`src/rtl/assert_macros.svh`:
```
// Assertion macros shared by the inverse transform RTL.
// No dependencies; define ASSERT_OFF to compile the checks out.
`ifndef ASSERT_MACROS_SVH
`define ASSERT_MACROS_SVH
`ifndef ASSERT_OFF
// same-cycle implication
`define ASSERT_IMPLY(label, clk, rst, ante, cons, msg) \
   label: assert property (@(posedge clk) disable iff (rst) (ante) |-> (cons)) \
      else $error(msg);
// next-cycle implication
`define ASSERT_NEXT(label, clk, rst, ante, cons, msg) \
   label: assert property (@(posedge clk) disable iff (rst) (ante) |=> (cons)) \
      else $error(msg);
`else
`define ASSERT_IMPLY(label, clk, rst, ante, cons, msg)
`define ASSERT_NEXT(label, clk, rst, ante, cons, msg)
`endif
`endif

```
`src/rtl/itx_pkg.sv`:
```
// Shared types, widths and the 8-point weight matrix of the 8x8 inverse transform.
// No dependencies.
package itx_pkg;

   localparam int N      = 8;
   localparam int IDX_W  = 3;
   localparam int CNT_W  = 2 * IDX_W;
   localparam int COEF_W = 12;
   localparam int TMP_W  = 16;
   localparam int RES_W  = 11;
   localparam int DATA_W = 16;
   localparam int WT_W   = 6;
   localparam int ACC1_W = 20;
   localparam int ACC2_W = 24;

   localparam int BIAS1  = 4;
   localparam int SHIFT1 = 3;
   localparam int BIAS2  = 64;
   localparam int SHIFT2 = 7;

   typedef logic signed [COEF_W-1:0] coef_type;
   typedef logic signed [TMP_W-1:0]  tmp_type;
   typedef tmp_type [N-1:0]          tmp_row_type;
   typedef logic signed [RES_W-1:0]  res_type;
   typedef logic signed [WT_W-1:0]   wt_type;
   typedef logic [IDX_W-1:0]         idx_type;
   typedef logic [CNT_W-1:0]         cnt_type;

   localparam res_type RES_MAX = 11'sd1023;
   localparam res_type RES_MIN = -11'sd1024;

   // output i (row) times input k (column): even part 12/16/6, odd part 16/15/9/4
   localparam wt_type WMAT [N][N] = '{
      '{12,  16,  16,  15,  12,   9,   6,   4},
      '{12,  15,   6,  -4, -12, -16, -16,  -9},
      '{12,   9,  -6, -16, -12,   4,  16,  15},
      '{12,   4, -16,  -9,  12,  15,  -6, -16},
      '{12,  -4, -16,   9,  12, -15,  -6,  16},
      '{12,  -9,  -6,  16, -12,  -4,  16, -15},
      '{12, -15,   6,   4, -12,  16, -16,   9},
      '{12, -16,  16, -15,  12,  -9,   6,  -4}
   };

   // write port of the intermediate row memory
   typedef struct packed {
      logic        en;
      idx_type     addr;
      tmp_row_type data;
   } tmp_wr_type;

endpackage

```
`src/rtl/itx_ram.sv`:
```
// Generic single-write, single-read synchronous RAM with registered read data.
// No dependencies.
module itx_ram #(
   parameter int WIDTH = 8,
   parameter int DEPTH = 16
) (
   input  logic                     clock,
   input  logic                     wr_en,
   input  logic [$clog2(DEPTH)-1:0] wr_addr,
   input  logic [WIDTH-1:0]         wr_data,
   input  logic [$clog2(DEPTH)-1:0] rd_addr,
   output logic [WIDTH-1:0]         rd_data
);

   logic [WIDTH-1:0] mem_ff [DEPTH];
   logic [WIDTH-1:0] rd_data_ff;

   always_ff @(posedge clock) begin
      if (wr_en) begin
         mem_ff[wr_addr] <= wr_data;
      end
      rd_data_ff <= mem_ff[rd_addr];
   end

   assign rd_data = rd_data_ff;

endmodule

```
`src/rtl/itx_front.sv`:
```
// Coefficient load and first (column) pass: coefficient RAM plus eight MAC lanes.
// Depends on itx_pkg, itx_ram and assert_macros.svh.
`include "assert_macros.svh"

module itx_front (
   input  logic                        clock,
   input  logic                        reset,
   input  logic                        req_tvalid,
   output logic                        req_tready,
   input  logic [itx_pkg::DATA_W-1:0]  req_tdata,   // [11:0] coefficient
   input  logic                        busy_i,
   output itx_pkg::tmp_wr_type         tmp_wr,
   output logic                        pass_done
);
   import itx_pkg::*;

   typedef enum logic [2:0] {
      F_LOAD = 3'b001,
      F_WAIT = 3'b010,
      F_PASS = 3'b100
   } fstate_type;

   localparam cnt_type LAST_CNT = '1;
   localparam idx_type LAST_IDX = '1;

   fstate_type state_ff, state_in;
   cnt_type    load_cnt_ff, load_cnt_in;
   cnt_type    rd_cnt_ff, rd_cnt_in;
   logic       issue_ff, issue_in;
   logic       d_vld_ff, d_vld_in;
   idx_type    d_c_ff, d_c_in;
   idx_type    d_k_ff, d_k_in;
   logic signed [ACC1_W-1:0] acc_ff [N];
   logic signed [ACC1_W-1:0] acc_in [N];
   logic signed [ACC1_W-1:0] sum [N];

   logic              req_accept;
   logic              col_done;
   cnt_type           coef_rd_addr;
   logic [COEF_W-1:0] coef_rd_data;
   coef_type          x;

   itx_ram #(.WIDTH(COEF_W), .DEPTH(N * N)) u_coef_ram (
      .clock   (clock),
      .wr_en   (req_accept),
      .wr_addr (load_cnt_ff),
      .wr_data (req_tdata[COEF_W-1:0]),
      .rd_addr (coef_rd_addr),
      .rd_data (coef_rd_data)
   );

   assign req_tready   = (state_ff == F_LOAD);
   assign req_accept   = req_tvalid && req_tready;
   // rd_cnt is {column, k}; the coefficient sits at 8k + column
   assign coef_rd_addr = {rd_cnt_ff[IDX_W-1:0], rd_cnt_ff[CNT_W-1:IDX_W]};
   assign x            = coef_type'(coef_rd_data);
   assign col_done     = d_vld_ff && (d_k_ff == LAST_IDX);
   assign pass_done    = col_done && (d_c_ff == LAST_IDX);

   always_comb begin
      state_in    = state_ff;
      load_cnt_in = load_cnt_ff;
      rd_cnt_in   = rd_cnt_ff;
      issue_in    = issue_ff;
      unique case (state_ff)
         F_LOAD: begin
            if (req_accept) begin
               load_cnt_in = load_cnt_ff + 1'b1;
               if (load_cnt_ff == LAST_CNT) state_in = F_WAIT;
            end
         end
         F_WAIT: begin
            // intermediate rows still in use by the second pass
            if (!busy_i) begin
               state_in  = F_PASS;
               issue_in  = 1'b1;
               rd_cnt_in = '0;
            end
         end
         F_PASS: begin
            if (issue_ff) begin
               rd_cnt_in = rd_cnt_ff + 1'b1;
               if (rd_cnt_ff == LAST_CNT) issue_in = 1'b0;
            end
            if (pass_done) state_in = F_LOAD;
         end
         default: state_in = F_LOAD;
      endcase
   end

   assign d_vld_in = issue_ff;
   assign d_c_in   = rd_cnt_ff[CNT_W-1:IDX_W];
   assign d_k_in   = rd_cnt_ff[IDX_W-1:0];

   always_comb begin
      tmp_wr.en   = col_done;
      tmp_wr.addr = d_c_ff;
      for (int i = 0; i < N; i++) begin
         sum[i] = ((d_k_ff == '0) ? ACC1_W'(BIAS1) : acc_ff[i])
                + ACC1_W'(WMAT[i][d_k_ff]) * ACC1_W'(x);
         acc_in[i] = d_vld_ff ? sum[i] : acc_ff[i];
         tmp_wr.data[i] = TMP_W'(sum[i] >>> SHIFT1);
      end
   end

   always_ff @(posedge clock) begin
      if (reset) begin
         state_ff    <= F_LOAD;
         load_cnt_ff <= '0;
         issue_ff    <= 1'b0;
         d_vld_ff    <= 1'b0;
      end else begin
         state_ff    <= state_in;
         load_cnt_ff <= load_cnt_in;
         issue_ff    <= issue_in;
         d_vld_ff    <= d_vld_in;
      end
      rd_cnt_ff <= rd_cnt_in;
      d_c_ff    <= d_c_in;
      d_k_ff    <= d_k_in;
      for (int i = 0; i < N; i++) begin
         acc_ff[i] <= acc_in[i];
      end
   end

   `ASSERT_IMPLY(a_pass_with_idle_back, clock, reset, state_ff == F_PASS, !busy_i, "first pass overlaps second pass")
   `ASSERT_NEXT(a_block_wraps, clock, reset, req_accept && load_cnt_ff == LAST_CNT, state_ff == F_WAIT && load_cnt_ff == '0, "load count did not wrap at block end")
   `ASSERT_NEXT(a_pass_ends_in_load, clock, reset, pass_done, state_ff == F_LOAD, "first pass did not return to load")

endmodule

```
`config.mk`:
```
export PLATFORM = sky130hd
export DESIGN_NAME = itx_front
export DESIGN_NICKNAME = d
export VERILOG_FILES = /design/src/rtl/itx_pkg.sv /design/src/rtl/itx_ram.sv /design/src/rtl/itx_front.sv
export VERILOG_INCLUDE_DIRS = /design/src /design/src/rtl
export SDC_FILE = /design/constraint.sdc
export NUM_CORES = 2
export LEC_CHECK = 0
export BUFFER_PORTS_ARGS = -buffer_cell sky130_fd_sc_hd__clkbuf_2
export CAP_MARGIN = 10
export CORE_MARGIN = 10
export CORE_UTILIZATION = 30
export CTS_CLUSTER_SIZE = 12
export DETAILED_ROUTE_END_ITERATION = 8
export GPL_TIMING_DRIVEN = 0
export PLACE_DENSITY = 0.42
export SLEW_MARGIN = 10
export SYNTH_ARGS = -nofsm -noshare
export SYNTH_HDL_FRONTEND = slang
export SYNTH_HIERARCHICAL = 1
export SYNTH_SLANG_ARGS = --single-unit
```
`constraint.sdc`:
```
create_clock -name clock -period 10.15 [get_ports clock]
set_input_delay 2.03 -clock clock [delete_from_list [all_inputs] [get_ports clock]]
set_output_delay 2.03 -clock clock [all_outputs]
set_load 0.01 [all_outputs]
```
# After elaboration in Yosys (flattened, before gate mapping)

Memories as Yosys holds them, arrays and structs flattened. A register that Yosys moved wholly into a read port is not among the register bits.
Cells that the tools add are included.

Div/mod/pow operators: 0
$add $sub $neg: 10
Reductions and logical operators: 9
Eq/ne operators: 12
$lt $le $gt $ge: 1
Multipliers: 8
Muxes and demuxes: 46
Shifts and indexed selects: 0
Bitwise gates (word level): 1

Operators with widths:

| kind                  | number |
|---|---|
| $mux W20              | 16 |
| $add A20 B18 Y20      | 8 |
| $mul A6 B12 Y18       | 8 |
| $mux W6               | 18 |
| $add A6 B1 Y6 const B | 2 |
| $eq A6 B6 Y1 const B  | 2 |
| $mux W3               | 4 |
| $pmux W6 S2           | 1 |
| $eq A3 B3 Y1 const B  | 3 |
| $pmux W3 S3           | 1 |
| $ne A2 B2 Y1 const B  | 3 |
| $mux W1               | 5 |
| $ge A4 B4 Y1 const B  | 1 |
| $ne A2 B1 Y1 const B  | 2 |
| $not A3 Y4            | 1 |
| $reduce_and A2 Y1     | 2 |
| $reduce_and A4 Y1     | 1 |
| $eq A3 B1 Y1 const B  | 1 |
| $eq A3 B2 Y1 const B  | 1 |
| $logic_and A1 B1 Y1   | 3 |
| $logic_not A3 Y1      | 1 |
| $reduce_and A3 Y1     | 1 |
| $pmux W1 S2           | 1 |
| $reduce_bool A2 Y1    | 1 |

Word-level logic and storage cells: 104
Memories kept: 10
Memory bits (writable): 928
Memory bits (read-only): 384
Input bits: 20
Output and inout bits: 134
Register bits: 23
Bits in latches: 0

Memories:

| memory            | words | width | rd ports | clocked after Yosys merged registers in | write ports | line             | source |
|---|---|---|---|---|---|---|---|
| u_coef_ram.mem_ff | 64    | 12    | 1        | 1                                       | 1           | itx_ram.sv:15    | `logic [WIDTH-1:0] mem_ff [DEPTH];` |
| acc_ff            | 8     | 20    | 8        | 0                                       | 8           | itx_front.sv:33  | `logic signed [ACC1_W-1:0] acc_ff [N];` |
| (name not given)  | 8     | 6     | 1        | 0                                       | 0           | itx_front.sv:100 | `+ ACC1_W'(WMAT[i][d_k_ff]) * ACC1_W'(x);` |
| (name not given)  | 8     | 6     | 1        | 0                                       | 0           | itx_front.sv:100 |  |
| (name not given)  | 8     | 6     | 1        | 0                                       | 0           | itx_front.sv:100 |  |
| (name not given)  | 8     | 6     | 1        | 0                                       | 0           | itx_front.sv:100 |  |
| +4 memories       | n/a   | n/a   | n/a      | n/a                                     | n/a         | n/a              |  |

# Depth between registers and ports, before layout

Depth after elaboration: 7
Mapped depth: 25
Depth with buffers taken out: 22

# Cells and area by module

The synthesis kept the hierarchy.

By module, submodules not included:

| module    | sequential area each (um^2) | area an instance (um^2) | times used | cells each |
|---|---|---|---|---|
| itx_front | 5084.9                      | 32442.4                 | 1          | 3467 |
| itx_ram   | 23302.3                     | 29851.1                 | 1          | 1339 |

# Worst setup path after synthesis

No wires, ideal clock.

Kind: register to output
Start: reg d_k_ff[1]
End: out tmp_wr[46] (netlist name)
Cell stages (with the launch flop): 23
Slack: 2295 ps
Required time: 8120 ps
Buffers on the path: 3
Arrival time: 5825 ps
Cells stage by stage: dfxtp_1 -> clkinv_1 -> clkbuf_1 -> ha_1 -> inv_1 -> o21ai_0 -> clkbuf_1 -> nand2_1 -> inv_1 -> fa_1 -> fa_1 -> inv_1 -> fa_1 -> fa_1 -> inv_1 -> ha_1 -> nand2_1 -> o21ai_0 -> or2_2 -> a2111oi_2 -> nor2_1 -> o311ai_0 -> buf_4

RTL lines:

| item                   | line             | source |
|---|---|---|
| from (decl)            | itx_front.sv:32  | `idx_type d_k_ff, d_k_in;` |
| from (signal assigned) | itx_front.sv:120 | `d_k_ff <= d_k_in;` |
| to (decl)              | itx_front.sv:12  | `output itx_pkg::tmp_wr_type tmp_wr,` |

==> reports/metrics.yaml <==
sta:
  finalHoldViolCount: 0
  worst_slack_ns: 0.2237
  worst_pin_slew_ns: 1.332
  maxSlewViolCount: 0
  setup_viol: 0
  rsz0062_at_grt: "yes"
  clock.fmax_mhz: 100.7
  setup_tns_ns: 0
  slew_headroom_pct: 11.23
  period_needed_ns: 9.926
  period_share_pct: 97.80
  finClkSkew_ns: 0.05623
clock_network:
  clockBufferDepth: 3
  cts_tree: "done"
  cts-root-buf: "clkbuf_16"
  cts_hold_buf: 0
  h-tree-depth: 3
  cts.sinks: 955
  cts_inserted_buffers: 112
  clkLatencyLatePin_ns: 0.76
  path_clk_slew_ns: 0.06
synth:
  seq_area_frac_synth_pct: 45.57
  syn_area_um2: 62290
  synth_edf_count: 926
  yosysTopAreaCell: "edfxtp_1"
  async_flop_share_pct: 0
  synth-main-ff-cell: "edfxtp_1"
  ys_warn_count: 6
  synth.avg_cell_area_um2: 12.96
  syn_nets: 5691
  ys_ff_latch: 955
  netlist-cell-type-count: 77
  synthCells: 4806
  yosysTopAreaCellShare_pct: 44.64
  synthTopCellsByArea: "edfxtp_1, fa_1, mux4_2"
critical_path:
  cp_slowest_stage_delay_ns: 0.89
  endpoint_kind: "output pin"
  path_class: "reg2out"
  arrival_ns: 7.90
  cp_data_required_time_ns: 8.12
  cp_max_fo: 10
  cp_cell_sequence: "clkbuf_1, clkbuf_1, nand3_1, fa_1, fa_1, inv_1, fa_1, inv_1, fa_1, inv_1, ha_1, a2111oi_4, o21ai_1, a2111oi_2, nor2_1, o311ai_1, buf_4, clkbuf_2"
  cp-start-kind: "register"
  reg2reg_depth: 17
  worstSetupPathDepth: 18
  cpMostUsedCell: "fa_1"
  cp_slowest_cell: "clkbuf_1"
  critPathTopFamily: "adder cells"
  worst-path-buf-inv: 7
drt:
  post_drt_wl_per_cell_um: 25.25
  drt_iter0_markers: 2832
  drtPass1Iterations: 5
  drtAntennaViolNets: 0
  via_per_inst: 4.761
  routed_wl_um: 199700
  drc_errors: 0
  vias: 37650
floorplanning:
  chipWidth_um: 475.7
  die_y_um: 475.7
  core_area_um2: 206900
  rows: 167
  ios: 154
  start_util_pct: 30.11
  die-area_um2: 226300
layout:
  layout_commonest_cell: "edfxtp_1"
  area_growth_pct: 13.63
  final_cell_mix: "edfxtp_1, inv_1, fa_1"
  final_cells: 7908
  layout.nets: 5985
  fillers: 20600
  layout-drive-gt1-share_pct: 16.11
place:
  post-place-ws_ns: -0.3414
  post-dp-hpwl_um: 150800
  io_buffers: 149
  dp.cells: 7685
  gp_congestion: 0.9423
global_routing:
  grt_first_pass_wirelength_um: 290000
  grt_max_degree: 65
  antenna_found_initial: 9
  grt_pass1_vias: 40330
  grt_use_total_pct: 17.62
  overflow: 0
power:
  power_mw: 8.355
  leakage_nw: 28.73
  powerDensity_nw_per_um2: 118.0
  ir_drop_uv: 146.1
outcome:
  status: "finished, final reports clean"
hold_path:
  hold_depth: 1
  hp-class: "reg2reg"
job:
  cap_violations: 0
-- repair_timing --
item	in CTS	in global routing
endpoints found under the setup margin	91	21
gates cloned	0	0
resized for setup	26	24
buffers inserted	5	0
-- cells in the mapped netlist, drive strengths merged (10+ instances only) --
master	instances
edfxtp	926
xnor2	109
nand2b	52
xor2	36
nor2b	38
a22oi	11
nand3	45
buf	174
o21a	19
o21ai	82
or3	12
ha	341
a211oi	27
nor2	245
a21o	31
o21bai	15
nand4	10
o211ai	10
or2	17
inv	816
clkbuf	147
mux2i	24
o22ai	24
nand2	233
a31oi	21
nor3	34
and2	286
o221ai	18
dfxtp	29
mux4	192
and3	43
a21oi	116
fa	524
-- layout make-up --
class | instances | area, µm² | share of cell area (%)
antenna | 7 | 17.52 | 0.02475
buffer | 319 | 1896 | 2.678
clock buffer | 146 | 2960 | 4.182
clock inverter | 65 | 564.3 | 0.7972
inverter | 817 | 3075 | 4.345
multi-input combinational | 2713 | 29180 | 41.22
sequential | 955 | 28390 | 40.11
tap | 2704 | 3383 | 4.780
timing repair buffer | 182 | 1316 | 1.860
-- metal layers --
metal | up-vias | GRT usage, % | part of all wire, %
li1 | 16840 | - | -
met1 | 19480 | 22.28 | 42
met3 | 392 | 2.646 | 4.3
met2 | 935 | 30.23 | 49
met4 | 0 | 6.998 | 4.6
met5 | - | 0 | 0
-- stage by stage --
step                cell area (µm²)  hold slack (ns)  util [%]
global route                  70760           0.5139     34.21
global placement              66420           0.4782     32.11
detailed placement            67060           0.4670     32.42
floorplan                     62290           0.4058         -
CTS                           70680           0.4808     34.17
finish                        70780           0.4847     34.22
-- state kept, by name (all words and copies together), names as in the netlist, 3 cells and up --
| register | cells |
|---|---|
| acc_ff | 152 |
| d_c_ff | 3 |
| d_k_ff | 3 |
| load_cnt_ff | 6 |
| rd_cnt_ff | 6 |
| state_ff | 3 |
| u_coef_ram/mem_ff | 768 |
| u_coef_ram/rd_data | 12 |
-- kinds of logic (layout without fill, tap and decap cells) --
kind of cell	Yosys count	in the layout	share of synthesized area (%)
AOI/OAI and AO/OA	440	440	4.762
buffers and inverters	1138	1529	7.910
and+or+nand+nor	1036	1036	8.428
xor gates and xnor gates	149	149	2.187
other	0	7	0
muxes	223	223	7.454
adders and majority gates	865	865	23.69
DFF	955	955	45.57
-- path summary, 6_finish.rpt --
check,start,endpoint,slack [ns]
worst max-delay path,u_coef_ram/rd_data[5],tmp_wr[62],0.22
worst min-delay path,state_ff[0],state_ff[2],0.48
worst max register to register,u_coef_ram/rd_data[10],acc_ff[0][57],3.07
worst min register to register,state_ff[0],state_ff[2],0.48
-- power by group --
| part | switching (mW) | internal (mW) |
|---|---|---|
| combinational | 0.0782 | 0.0185 |
| clock | 1.70 | 2.23 |
| sequential | 0.00379 | 4.32 |
Note: power is estimated with default switching activity, not from simulation.
