==> src/rtl/assert_macros.svh <==
// Assertion macros shared by the inverse transform RTL.
// No dependencies; define ASSERT_OFF to compile the checks out.
`ifndef ASSERT_MACROS_SVH
`define ASSERT_MACROS_SVH
`ifndef ASSERT_OFF
// same-cycle implication
`define ASSERT_IMPLY(label, clk, rst, ante, cons, msg) \
   label: assert property (@(posedge clk) disable iff (rst) (ante) |-> (cons)) \
      else $error(msg);
// next-cycle implication
`define ASSERT_NEXT(label, clk, rst, ante, cons, msg) \
   label: assert property (@(posedge clk) disable iff (rst) (ante) |=> (cons)) \
      else $error(msg);
`else
`define ASSERT_IMPLY(label, clk, rst, ante, cons, msg)
`define ASSERT_NEXT(label, clk, rst, ante, cons, msg)
`endif
`endif

==> src/rtl/itx_ram.sv <==
// Generic single-write, single-read synchronous RAM with registered read data.
// No dependencies.
module itx_ram #(
   parameter int WIDTH = 8,
   parameter int DEPTH = 16
) (
   input  logic                     clock,
   input  logic                     wr_en,
   input  logic [$clog2(DEPTH)-1:0] wr_addr,
   input  logic [WIDTH-1:0]         wr_data,
   input  logic [$clog2(DEPTH)-1:0] rd_addr,
   output logic [WIDTH-1:0]         rd_data
);

   logic [WIDTH-1:0] mem_ff [DEPTH];
   logic [WIDTH-1:0] rd_data_ff;

   always_ff @(posedge clock) begin
      if (wr_en) begin
         mem_ff[wr_addr] <= wr_data;
      end
      rd_data_ff <= mem_ff[rd_addr];
   end

   assign rd_data = rd_data_ff;

endmodule

==> config.mk <==
export PLATFORM = sky130hd
export DESIGN_NAME = itx_ram
export DESIGN_NICKNAME = d
export VERILOG_FILES = /design/src/rtl/assert_macros.svh /design/src/rtl/itx_ram.sv
export SDC_FILE = /design/constraint.sdc
export NUM_CORES = 1
export LEC_CHECK = 0
export BUFFER_PORTS_ARGS = -buffer_cell sky130_fd_sc_hd__buf_2
export CAP_MARGIN = 20
export CORE_MARGIN = 2
export CORE_UTILIZATION = 30
export CTS_BUF_LIST = sky130_fd_sc_hd__clkbuf_8
export CTS_CLUSTER_DIAMETER = 80
export DETAILED_ROUTE_END_ITERATION = 6
export GPL_TIMING_DRIVEN = 0
export MAX_ROUTING_LAYER = met4
export SKIP_LAST_GASP = 1
export SLEW_MARGIN = 20
export SYNTH_ARGS = -nofsm -noshare
export SYNTH_HDL_FRONTEND = slang
export SYNTH_SLANG_ARGS = --single-unit
==> constraint.sdc <==
create_clock -name clock -period 2.5 [get_ports clock]
set_clock_uncertainty 0.1 [all_clocks]
set_input_delay 0.25 -clock clock [delete_from_list [all_inputs] [get_ports clock]]
set_output_delay 0.25 -clock clock [all_outputs]
set_load 0.01 [all_outputs]
# Yosys cells after proc, flatten, opt, wreduce, memory -nomap -nowiden
# Memories as Yosys holds them, arrays and structs flattened. A register that Yosys moved wholly into a read port is not among the register bits.
# Index checks and enable logic that the tools add are counted.
totals:
  ramBits: 128
  word_cells: 3
  inputBits: 18
  register_bits: 0
  memories: 1
  out_inout_bits: 8
op_classes:
  muxes: 2
mem_list:
  columns: ["memory", "words", "word_bits", "rd", "rd_ports_with_merged_regs", "wr", "line_no", "rtl"]
  rows:
  - ["mem_ff", 16, 8, 1, 1, 1, "itx_ram.sv:15", "logic [WIDTH-1:0] mem_ff [DEPTH];"]
op_table:
  columns: ["operator", "n"]
  rows:
  - ["$mux W1", 2]

# Longest topological paths before layout
# Gate-level depths: netlist (run 1).
depth:
  word_depth: 2
  ltp_mapped: 5

# Worst setup path after synthesis (run 1)
# Ideal clock, no wire load.
synth_timing:
  kind: "input -> register"
  from: "input wr_addr[2]"
  to: "memory mem_ff[0][0], enable pin"
  t_arrival_ps: 1360
  required_time_ps: 2017
  setup_time_ps: 383
  stages: 2
  path_slack_ps: 657
  path_cell_list: "or3b_2 nor3_1"
synth_rtl:
  columns: ["item", "line_no", "rtl"]
  rows:
  - ["start, declared", "itx_ram.sv:9", "input logic [$clog2(DEPTH)-1:0] wr_addr,"]
  - ["end, declared", "itx_ram.sv:15", null]
# Straight into the memory's write port.

# Final worst setup path (run 1)
layout_timing:
  from: "input wr_addr[2]"
  to: "memory mem_ff[2][1], enable pin"
# Straight into the memory's write port.

==> results of run 1 <==
logic make-up (layout without fill, tap and decap cells):
family                 Yosys count  in the layout
flip-flops                     136            136
multiplexers                    32             32
buffers and inverters           10             66
AO/OA/AOI/OAI                   16             16
AND/OR/NAND/NOR                 35             35
metal layers:
metal	vias to the layer above	share of wire	wire (um)	global-route usage
li1	1058	-	-	-
met1	1234	0.47	4780	0.169
met2	70	0.48	4890	0.187
met3	11	0.039	395	0.0334
met4	0	0.012	125	0.0417
met5	-	0	0	-
placed cells by master, fill, tap and decap left out, types with 2 or more instances in the layout:
cell type        synthesis  routed
mux4_1                  14      14
edfxtp_1               128     128
nand3b_1                 2       2
a22oi_1                 16      16
clkbuf_8                 0      17
nand2_1                  9       9
nor3_2                   0       4
mux4_2                  18      18
dfxtp_1                  8       8
nand2b_1                 2       2
bufinv_16                0       3
inv_1                    0       5
buf_6                    3       3
nor2_1                  13      13
clkdlybuf4s25_2          3       3
buf_2                    3      27
clkinv_2                 0       5
area by class of cell:
cell class | instances | area, um2
fillers | 1560 | 10800
flip-flops and latches | 136 | 4000
clock inverters | 15 | 146
well taps | 220 | 275
plain buffers | 10 | 86.3
multi-input cells | 83 | 1080
repair buffers | 24 | 120
clock buffers | 17 | 234
registers in the layout, summed over array words and instances (netlist names):
| register | flops |
|---|---|
| mem_ff | 128 |
| rd_data | 8 |
critical path: cells and delay by family:
kind / cells / cell delay [ns]
and+or+nand+nor: 2 / 1.27
buffers and inverters: 1 / 0.11
power breakdown:
| group | internal, uW | leakage (uW) | switching (uW) |
|---|---|---|---|
| registers | 2550 | 0.00122 | 11.4 |
| logic | 102 | 0.000520 | 149 |
| clock network | 955 | 0.000216 | 764 |
path summary, 6_finish.rpt:
kind | startpoint | endpoint | slack (ns)
worst max-delay path | wr_addr[2] | mem_ff[2][1] | 0.82
worst min-delay path | wr_data[5] | mem_ff[0][5] | 0.11
worst max register to register | mem_ff[9][4] | rd_data[4] | 1.02
worst min register to register | mem_ff[11][3] | rd_data[3] | 0.58
stage by stage:
stage | hold WS, ns | power, uW | instances | util | setup slack (ns)
after global placement | 0.556 | 2850 | 473 | 0.332 | 0.0576
after CTS | 0.0965 | 4570 | 505 | 0.356 | 0.860
after global routing | 0.108 | 4680 | 505 | 0.356 | 0.745
final | 0.112 | 4530 | 505 | 0.356 | 0.819
after floorplan | 0.249 | 2740 | 229 | - | 0.657
after detailed placement | 0.552 | 2870 | 473 | 0.333 | 0.393
==> results_dict.tcl, run 1 <==
set metrics [dict create \
    outcome "complete, no violations" \
    irDropWorstVdd_mv 0.318 \
    power_density_mw_per_mm2 762 \
    antenna_left 0 \
    drc 0 \
    period_share 0.672 \
    syn_to_final_growth_pct 15.5 \
    synth.most_common_cell "edfxtp_1" \
    synth_fa_ha_area_frac 0 \
    coreArea_mm2 0.0167 \
    synth_compound_area_frac 0.0233 \
    design_area_mm2 0.00594 \
    rr_worst_depth 3 \
    diodes 0 \
    wl_per_cell_um 20.2 \
    synth_nets 247 \
    cp-end-kind "register" \
    synth_edf_count 128 \
    critPathArrivalTime_ns 1.64 \
    netlist_area_mm2 0.00515 \
    synthCells 229 \
    synth-seq-cells 136 \
    cts_max_level 4 \
    slew_violations 0 \
    synthMuxAreaShare 0.150 \
    worstMarginPinSlew_ns 0.907 \
    ios 26 \
    yosys.area_share.simple 0.0318 \
    cts_buffers 17 \
    cts.clk_slew.worst_paths_ns 0.07 \
    start_util 0.308 \
    crit_type "in -> reg" \
    hold_violations 0 \
    maxCapViolCount 0 \
    cts_hold_buf 0 \
    yosys_warnings 0 \
    setup_violations 0 \
    track_usage 0.126 \
    max_freq_ghz 0.595 \
    antenna_found_initial 0 \
    cts_max_path_buffers 2 \
    critPathRequiredTime_ns 2.46 \
    fp.dieArea_mm2 0.0182 \
    vias 2373 \
    dpl.hpwl_mm 6.65 \
    max_slew_margin 0.393 \
    clkLatencyLatePin_ns 0.43 \
    rows 47 \
    finalWirelength_mm 10.2 \
    cts_root_buf "clkbuf_8" \
    ys_seq_area_frac 0.778 \
    p_leak_uw 0.00196 \
    gp_congestion 0.684 \
    syn_area_per_cell_um2 22.5 \
    cts_tree "built" \
    io_buffers 24 \
    yosys.cell_types.count 19 \
    die_x_um 135 \
    crit_path_cell_trace "buf_2 -> or3b_2 -> nor2_1" \
    synth_xor_area_frac 0 \
    synth_top_area_share 0.747 \
    fin_crit_ns 1.68 \
    ctsResizeCount 0 \
    yosys-top-cells-area "edfxtp_1 75%, mux4_2 7.9%, mux4_1 7.1%" \
    grt_max_degree 17 \
    dominantRegCellSynth "edfxtp_1" \
    cp_max_fo 8 \
    cts_num_sinks 136 \
    dr.pass1.iters 4 \
    fin_setup_tns_ns 0 \
    synthArstFlopShare 0 \
    worstSetupStartpointType "input pin" \
    synth_common_cells "128 x edfxtp_1, 18 x mux4_2, 16 x a22oi_1" \
    overflow 0 \
    drive_above_1_share 0.291 \
    rsz0062_at_grt "false" \
    grt_pass1_vias 2487 \
    min_path_cells 1 \
    post-cts-setup-buffers 0 \
    slowest_stage "nor2_1" \
    worstHoldPathType "in -> reg" \
    critPathMaxStageDelay_ns 0.72 \
    synth.largest_area_cell "edfxtp_1" \
    die_height_um 135 \
    avgViaCountPerCell 4.70 \
    placed_cell_area_mm2 0.00556 \
    grt_first_pass_wirelength_mm 15.6 \
    synth_top_family_by_area "multiplexers" \
    drtIter0Drc 169 \
    fin_nets 290 \
]
Power figures use the tool's default switching activity.
==> inputs of run 2 (changes only) <==
--- a/config.mk
+++ b/config.mk
@@ -5,6 +5,7 @@
 export SDC_FILE = /design/constraint.sdc
 export NUM_CORES = 1
 export LEC_CHECK = 0
+export ABC_AREA = 1
 export BUFFER_PORTS_ARGS = -buffer_cell sky130_fd_sc_hd__buf_2
 export CAP_MARGIN = 20
 export CORE_MARGIN = 2
==> constraint.sdc (replaced) <==
create_clock -name clock -period 1.55 [get_ports clock]
set_clock_uncertainty 0.1 [all_clocks]
set_input_delay 0.155 -clock clock [delete_from_list [all_inputs] [get_ports clock]]
set_output_delay 0.155 -clock clock [all_outputs]
set_load 0.01 [all_outputs]
==> run 2 against run 1 <==
Against the previous run:
- hold slack worse by 0.077 ns
- synthesized cell count up 140%
- setup slack worse by 0.57 ns
- routed wire length up 39%
- non-clock buffer count up 13
- critical path depth unchanged
- via count up 60%
- critical endpoint is now mem_ff[5][1]
- largest cell class unchanged
==> results_dict.tcl, run 2 <==
set metrics [dict create \
    antenna_left 0 \
    combPwrFrac 0.076 \
    dominantRegCellSynth "edfxtp_1" \
    intPower_uw 5500 \
    wl_per_cell_um 16.8 \
    gp_congestion 0.830 \
    drc 0 \
    track_usage 0.154 \
    ys_seq_area_frac 0.694 \
    finalWirelength_mm 14.1 \
    synth_common_cells "173 x nand2_1, 128 x edfxtp_1, 100 x inv_1" \
    cts_buffers 17 \
    cts.clk_slew.worst_paths_ns 0.08 \
    multiInputGateArea_mm2 0.00121 \
    dpl.hpwl_mm 9.14 \
    drive_above_1_share 0.125 \
    crit_type "in -> reg" \
    design_area_mm2 0.00653 \
    max_slew_margin 0.357 \
    antenna_found_initial 0 \
    p_seq_frac 0.569 \
    clkLatencyLatePin_ns 0.45 \
    avgViaCountPerCell 4.53 \
    yosys-top-cells-area "edfxtp_1 67%, nand2_1 11%, nand3_1 8.4%" \
    io_buffers 22 \
    worstHoldPathType "in -> reg" \
    synth-seq-cells 136 \
    fill_cells 1879 \
    maxCapViolCount 0 \
    drtIter0Drc 294 \
    cts_tree "built" \
    vias 3803 \
    syn_to_final_growth_pct 13.2 \
    period_share 0.838 \
    start_util 0.307 \
    grt_first_pass_wirelength_mm 21.9 \
    critPathArrivalTime_ns 1.27 \
    rows 50 \
    grt_pass1_vias 3600 \
    cts_max_level 4 \
    rsz0062_at_grt "false" \
    die_x_um 143 \
    total_power_uw 7250 \
    synth_nets 569 \
    worstSetupStartpointType "input pin" \
    synthCells 551 \
    synth.most_common_cell "nand2_1" \
    slew_violations 0 \
    regArea_mm2 0.00400 \
    cts_num_sinks 136 \
    die_height_um 143 \
    hold_violations 0 \
    fp.dieArea_mm2 0.0203 \
    cts_max_path_buffers 2 \
    p_leak_uw 0.00279 \
    worstMarginPinSlew_ns 0.962 \
    cp_max_fo 8 \
    fin_nets 611 \
    synth.largest_area_cell "edfxtp_1" \
    most-common-layout-cells "173 x nand2_1, 128 x edfxtp_1, 101 x inv_1" \
    largest_register_ff_count 128 \
    ctsResizeCount 0 \
    power_switching_share 0.242 \
    largest_register "mem_ff" \
    netlist_area_mm2 0.00577 \
    coreArea_mm2 0.0188 \
    hold_ws_ns 0.0356 \
    overflow 0 \
    cp-end-kind "register" \
    yosys.cell_types.count 12 \
    diodes 0 \
    p_clk_frac 0.355 \
    synth_top_area_share 0.667 \
    syn_area_per_cell_um2 10.5 \
    power_density_mw_per_mm2 1110 \
    synth_edf_count 128 \
    fin_crit_ns 1.30 \
    placed_cell_area_mm2 0.00617 \
    cts_root_buf "clkbuf_8" \
    switchingPower_uw 1760 \
    grt_max_degree 17 \
    yosys_warnings 0 \
    critPathRequiredTime_ns 1.52 \
    setup_violations 0 \
    mostFrequentLayoutCell "nand2_1" \
    synthArstFlopShare 0 \
    ios 26 \
    max_freq_ghz 0.770 \
    irDropWorstVdd_mv 0.534 \
    outcome "complete, no violations" \
    dr.pass1.iters 6 \
]
==> run 2: cell types whose count changed after synthesis, sizes merged, moves of 16 or more <==
cell / change
a22oi: -16
buf: +17
inv: +102
mux4: -32
nand2: +164
nand3: +96
==> run 2: per-stage QoR <==
step	setup slack (ns)	setup TNS, ns	instances	util
finish	0.251	0	840	0.348
global route	0.193	0	840	0.348
CTS	0.287	0	840	0.348
detailed placement	-0.203	-11.82	807	0.329
global placement	-0.193	-10.35	807	0.329
floorplan	0.344	0	551	-
==> run 2: area by class of cell <==
cell class | count | share of cell area
plain buffers | 24 | 0.0255
multi-input cells | 289 | 0.186
well taps | 234 | 0.0449
flip-flops and latches | 136 | 0.613
clock buffers | 17 | 0.0358
clock inverters | 15 | 0.0174
repair buffers | 23 | 0.0184
inverters | 102 | 0.0587
==> run 2: timing repair <==
item	CTS	global route
setup buffers	0	0
hold buffers	1	0
hold endpoints to repair	8	0
==> run 2: worst max-delay path, cell delays in order <==
cell	delay (ns)
buf_2	0.12
nand3b_1	0.23
nor2_1	0.77
==> run 2: kinds of logic after synthesis <==
| logic type | synth area share |
|---|---|
| DFF | 0.694 |
| and+or+nand+nor | 0.210 |
| buffers and inverters | 0.0952 |
==> run 2: power groups by stage <==
stage / clock [uW] / combinational, uW / sequential [uW]
after floorplan: 0 / 290 / 4220
after global placement: 0 / 538 / 4210
after detailed placement: 0 / 545 / 4210
after CTS: 2620 / 549 / 4130
after global routing: 2750 / 609 / 4140
final: 2580 / 549 / 4130
==> run 2: path summary, 6_finish.rpt <==
path	from	to	slack [ns]	cells after the start
max reg2reg	mem_ff[15][0]	rd_data[0]	0.36	6
min reg2reg	mem_ff[5][1]	rd_data[1]	0.61	6
max	wr_addr[3]	mem_ff[5][1]	0.25	3
min	wr_data[1]	mem_ff[0][1]	0.04	1
==> run 2: routing by layer <==
layer | vias up | track usage | part of all wire
li1 | 1853 | - | -
met1 | 1771 | 0.204 | 0.46
met2 | 156 | 0.224 | 0.44
met3 | 23 | 0.0423 | 0.075
met4 | 0 | 0.0599 | 0.021
met5 | - | - | 0
==> inputs of run 3 (changes only) <==
==> constraint.sdc (replaced) <==
create_clock -name clock -period 1.2 [get_ports clock]
set_clock_uncertainty 0.1 [all_clocks]
set_input_delay 0.12 -clock clock [delete_from_list [all_inputs] [get_ports clock]]
set_output_delay 0.12 -clock clock [all_outputs]
set_load 0.01 [all_outputs]
==> run 3 against run 2 <==
Against the previous run:
- the run now ends with negative setup slack left
- via count up 1.0%
- sequential cell count unchanged
- cell count up 1.2%
- hold slack better by 0.030 ns
- combinational power up 36%
- global-route usage up 0.13 points
- sequential share of layout area down 1.3 points
- register-to-register slack worse by 0.28 ns
- non-clock buffer count up 10
- critical path type unchanged
- largest cell class unchanged
- largest power group unchanged
- highest routed layer unchanged
==> results_dict.tcl, run 3 (synthesized netlist as in run 2, its figures left out) <==
set metrics [dict create \
    cts_max_level 4 \
    largest_register "mem_ff" \
    worstSetupStartpointType "input pin" \
    die_x_um 143 \
    overflow 0 \
    drtIter0Drc 323 \
    syn_to_final_growth_pct 15.6 \
    fp.dieArea_mm2 0.0203 \
    worst-r2r-setup-slack_ns 0.08 \
    cts_tree "built" \
    placed_cell_area_mm2 0.00617 \
    p_seq_frac 0.566 \
    grt_first_pass_wirelength_mm 22.1 \
    power_switching_share 0.243 \
    period_share 1.07 \
    largest_register_ff_count 128 \
    antenna_found_initial 0 \
    mostFrequentLayoutCell "nand2_1" \
    irDropWorstVdd_mv 0.691 \
    cp-startpoint "wr_addr[3]" \
    drc 0 \
    ios 26 \
    layout_setup_ws_ns -0.0784 \
    p_clk_frac 0.354 \
    critPathArrivalTime_ns 1.24 \
    design_area_mm2 0.00667 \
    diodes 0 \
    worstHoldPathType "in -> reg" \
    rr_worst_depth 6 \
    cp_max_fo 8 \
    crit_end "mem_ff[4][1]" \
    critPathRequiredTime_ns 1.17 \
    coreArea_mm2 0.0188 \
    post-cts-setup-buffers 0 \
    slew_violations 0 \
    die_height_um 143 \
    setup_violations 30 \
    outcome "complete, but fails checks" \
    hold_violations 0 \
    grt_pass1_vias 3652 \
    dpl.hpwl_mm 9.14 \
    avgViaCountPerCell 4.52 \
    timing.rr.end "rd_data[7]" \
    p_leak_uw 0.00284 \
    cts_max_path_buffers 2 \
    clkLatencyLatePin_ns 0.45 \
    cts_root_buf "clkbuf_8" \
    crit_type "in -> reg" \
    max_slew_margin 0.352 \
    rsz0062_at_grt "true" \
    switchingPower_uw 2280 \
    rows 50 \
    violations "negative setup slack" \
    worstMarginPinSlew_ns 0.969 \
    cp-end-kind "register" \
    fin_crit_ns 1.28 \
    intPower_uw 7130 \
    maxCapViolCount 0 \
    antenna_left 0 \
    start_util 0.307 \
    hold_ws_ns 0.0659 \
    dr.pass1.iters 5 \
    drive_above_1_share 0.140 \
    wl_per_cell_um 16.9 \
    cts.clk_slew.worst_paths_ns 0.07 \
    power_density_mw_per_mm2 1410 \
    cts_num_sinks 136 \
    track_usage 0.155 \
    grt_max_degree 17 \
    r2r_start "mem_ff[14][7]" \
    finalWirelength_mm 14.4 \
    cts_buffers 17 \
    most-common-layout-cells "173 x nand2_1, 128 x edfxtp_1, 101 x inv_1" \
    fin_nets 621 \
    combPwrFrac 0.080 \
    gp_congestion 0.830 \
    max_freq_ghz 0.782 \
    vias 3842 \
    io_buffers 22 \
]
-- run 3: cell count changes in the layout (fill, tap and decap cells not counted) --
| cell | delta |
|---|---|
| dlygate4sd3_1 | +10 |
| nand3_1 | -6 |
| nand3_2 | +6 |
| nor2_1 | -4 |
| nor2_2 | +4 |
-- run 3: how the worst min path moves through the flow --
stage,startpoint,to,slack [ns],depth (start not counted)
4_1_cts,rd_addr[1],rd_data[1],0.04,5
5_1_grt,rd_addr[1],rd_data[1],0.08,5
6_report,rd_addr[1],rd_data[1],0.07,5
3_3_place_gp,rd_data[6],rd_data[6],0.43,1
2_1_floorplan,wr_data[0],mem_ff[0][0],0.12,0
3_5_place_dp,rd_data[2],rd_data[2],0.42,1
-- run 3: metal layers --
layer	global-route usage	wire length, um	vias up
met4	0.0558	282	0
met1	0.205	6590	1807
met2	0.230	6480	140
met3	0.0412	1030	23
met5	-	0	-
li1	-	-	1872
-- run 3: what timing repair did --
| action | 4_1_cts | 5_1_grt |
|---|---|---|
| hold buffers | 11 | 0 |
| endpoints found under the setup margin | 24 | 65 |
| gates cloned | 0 | 0 |
| gates resized for setup | 0 | 10 |
| hold endpoints to repair | 93 | 0 |
-- run 3: per-stage QoR --
stage | setup TNS [ns] | utilization | total power, uW | setup WS (ns) | instances
CTS | -0.439 | 0.353 | 9460 | -0.0278 | 850
finish | -1.39 | 0.355 | 9410 | -0.0784 | 850
detailed placement | -53.28 | 0.329 | 6140 | -0.518 | 807
floorplan | 0 | - | 5820 | 0.0292 | 551
global route | -3.23 | 0.355 | 9720 | -0.122 | 850
global placement | -52.08 | 0.329 | 6130 | -0.508 | 807
-- run 3: power by group through the flow --
stage	Clock [uW]	Combinational, uW	Sequential, uW
6_report	3330	749	5330
5_1_grt	3550	826	5340
4_1_cts	3390	735	5330
3_5_place_dp	0	704	5440
3_3_place_gp	0	695	5440
2_1_floorplan	0	375	5450
-- run 3: critical path: stages --
cell      delay, ns
buf_2          0.12
nand3b_1       0.23
nor2_1         0.77
-- run 3: cell type report --
type	count	area, um2
Buffer	24	166
Timing Repair Buffer	33	220
Fill cell	1862	12100
Multi-Input combinational cell	289	1250
Tap cell	234	293
Clock buffer	17	234
Sequential cell	136	4000
Clock inverter	15	114
Inverter	102	383
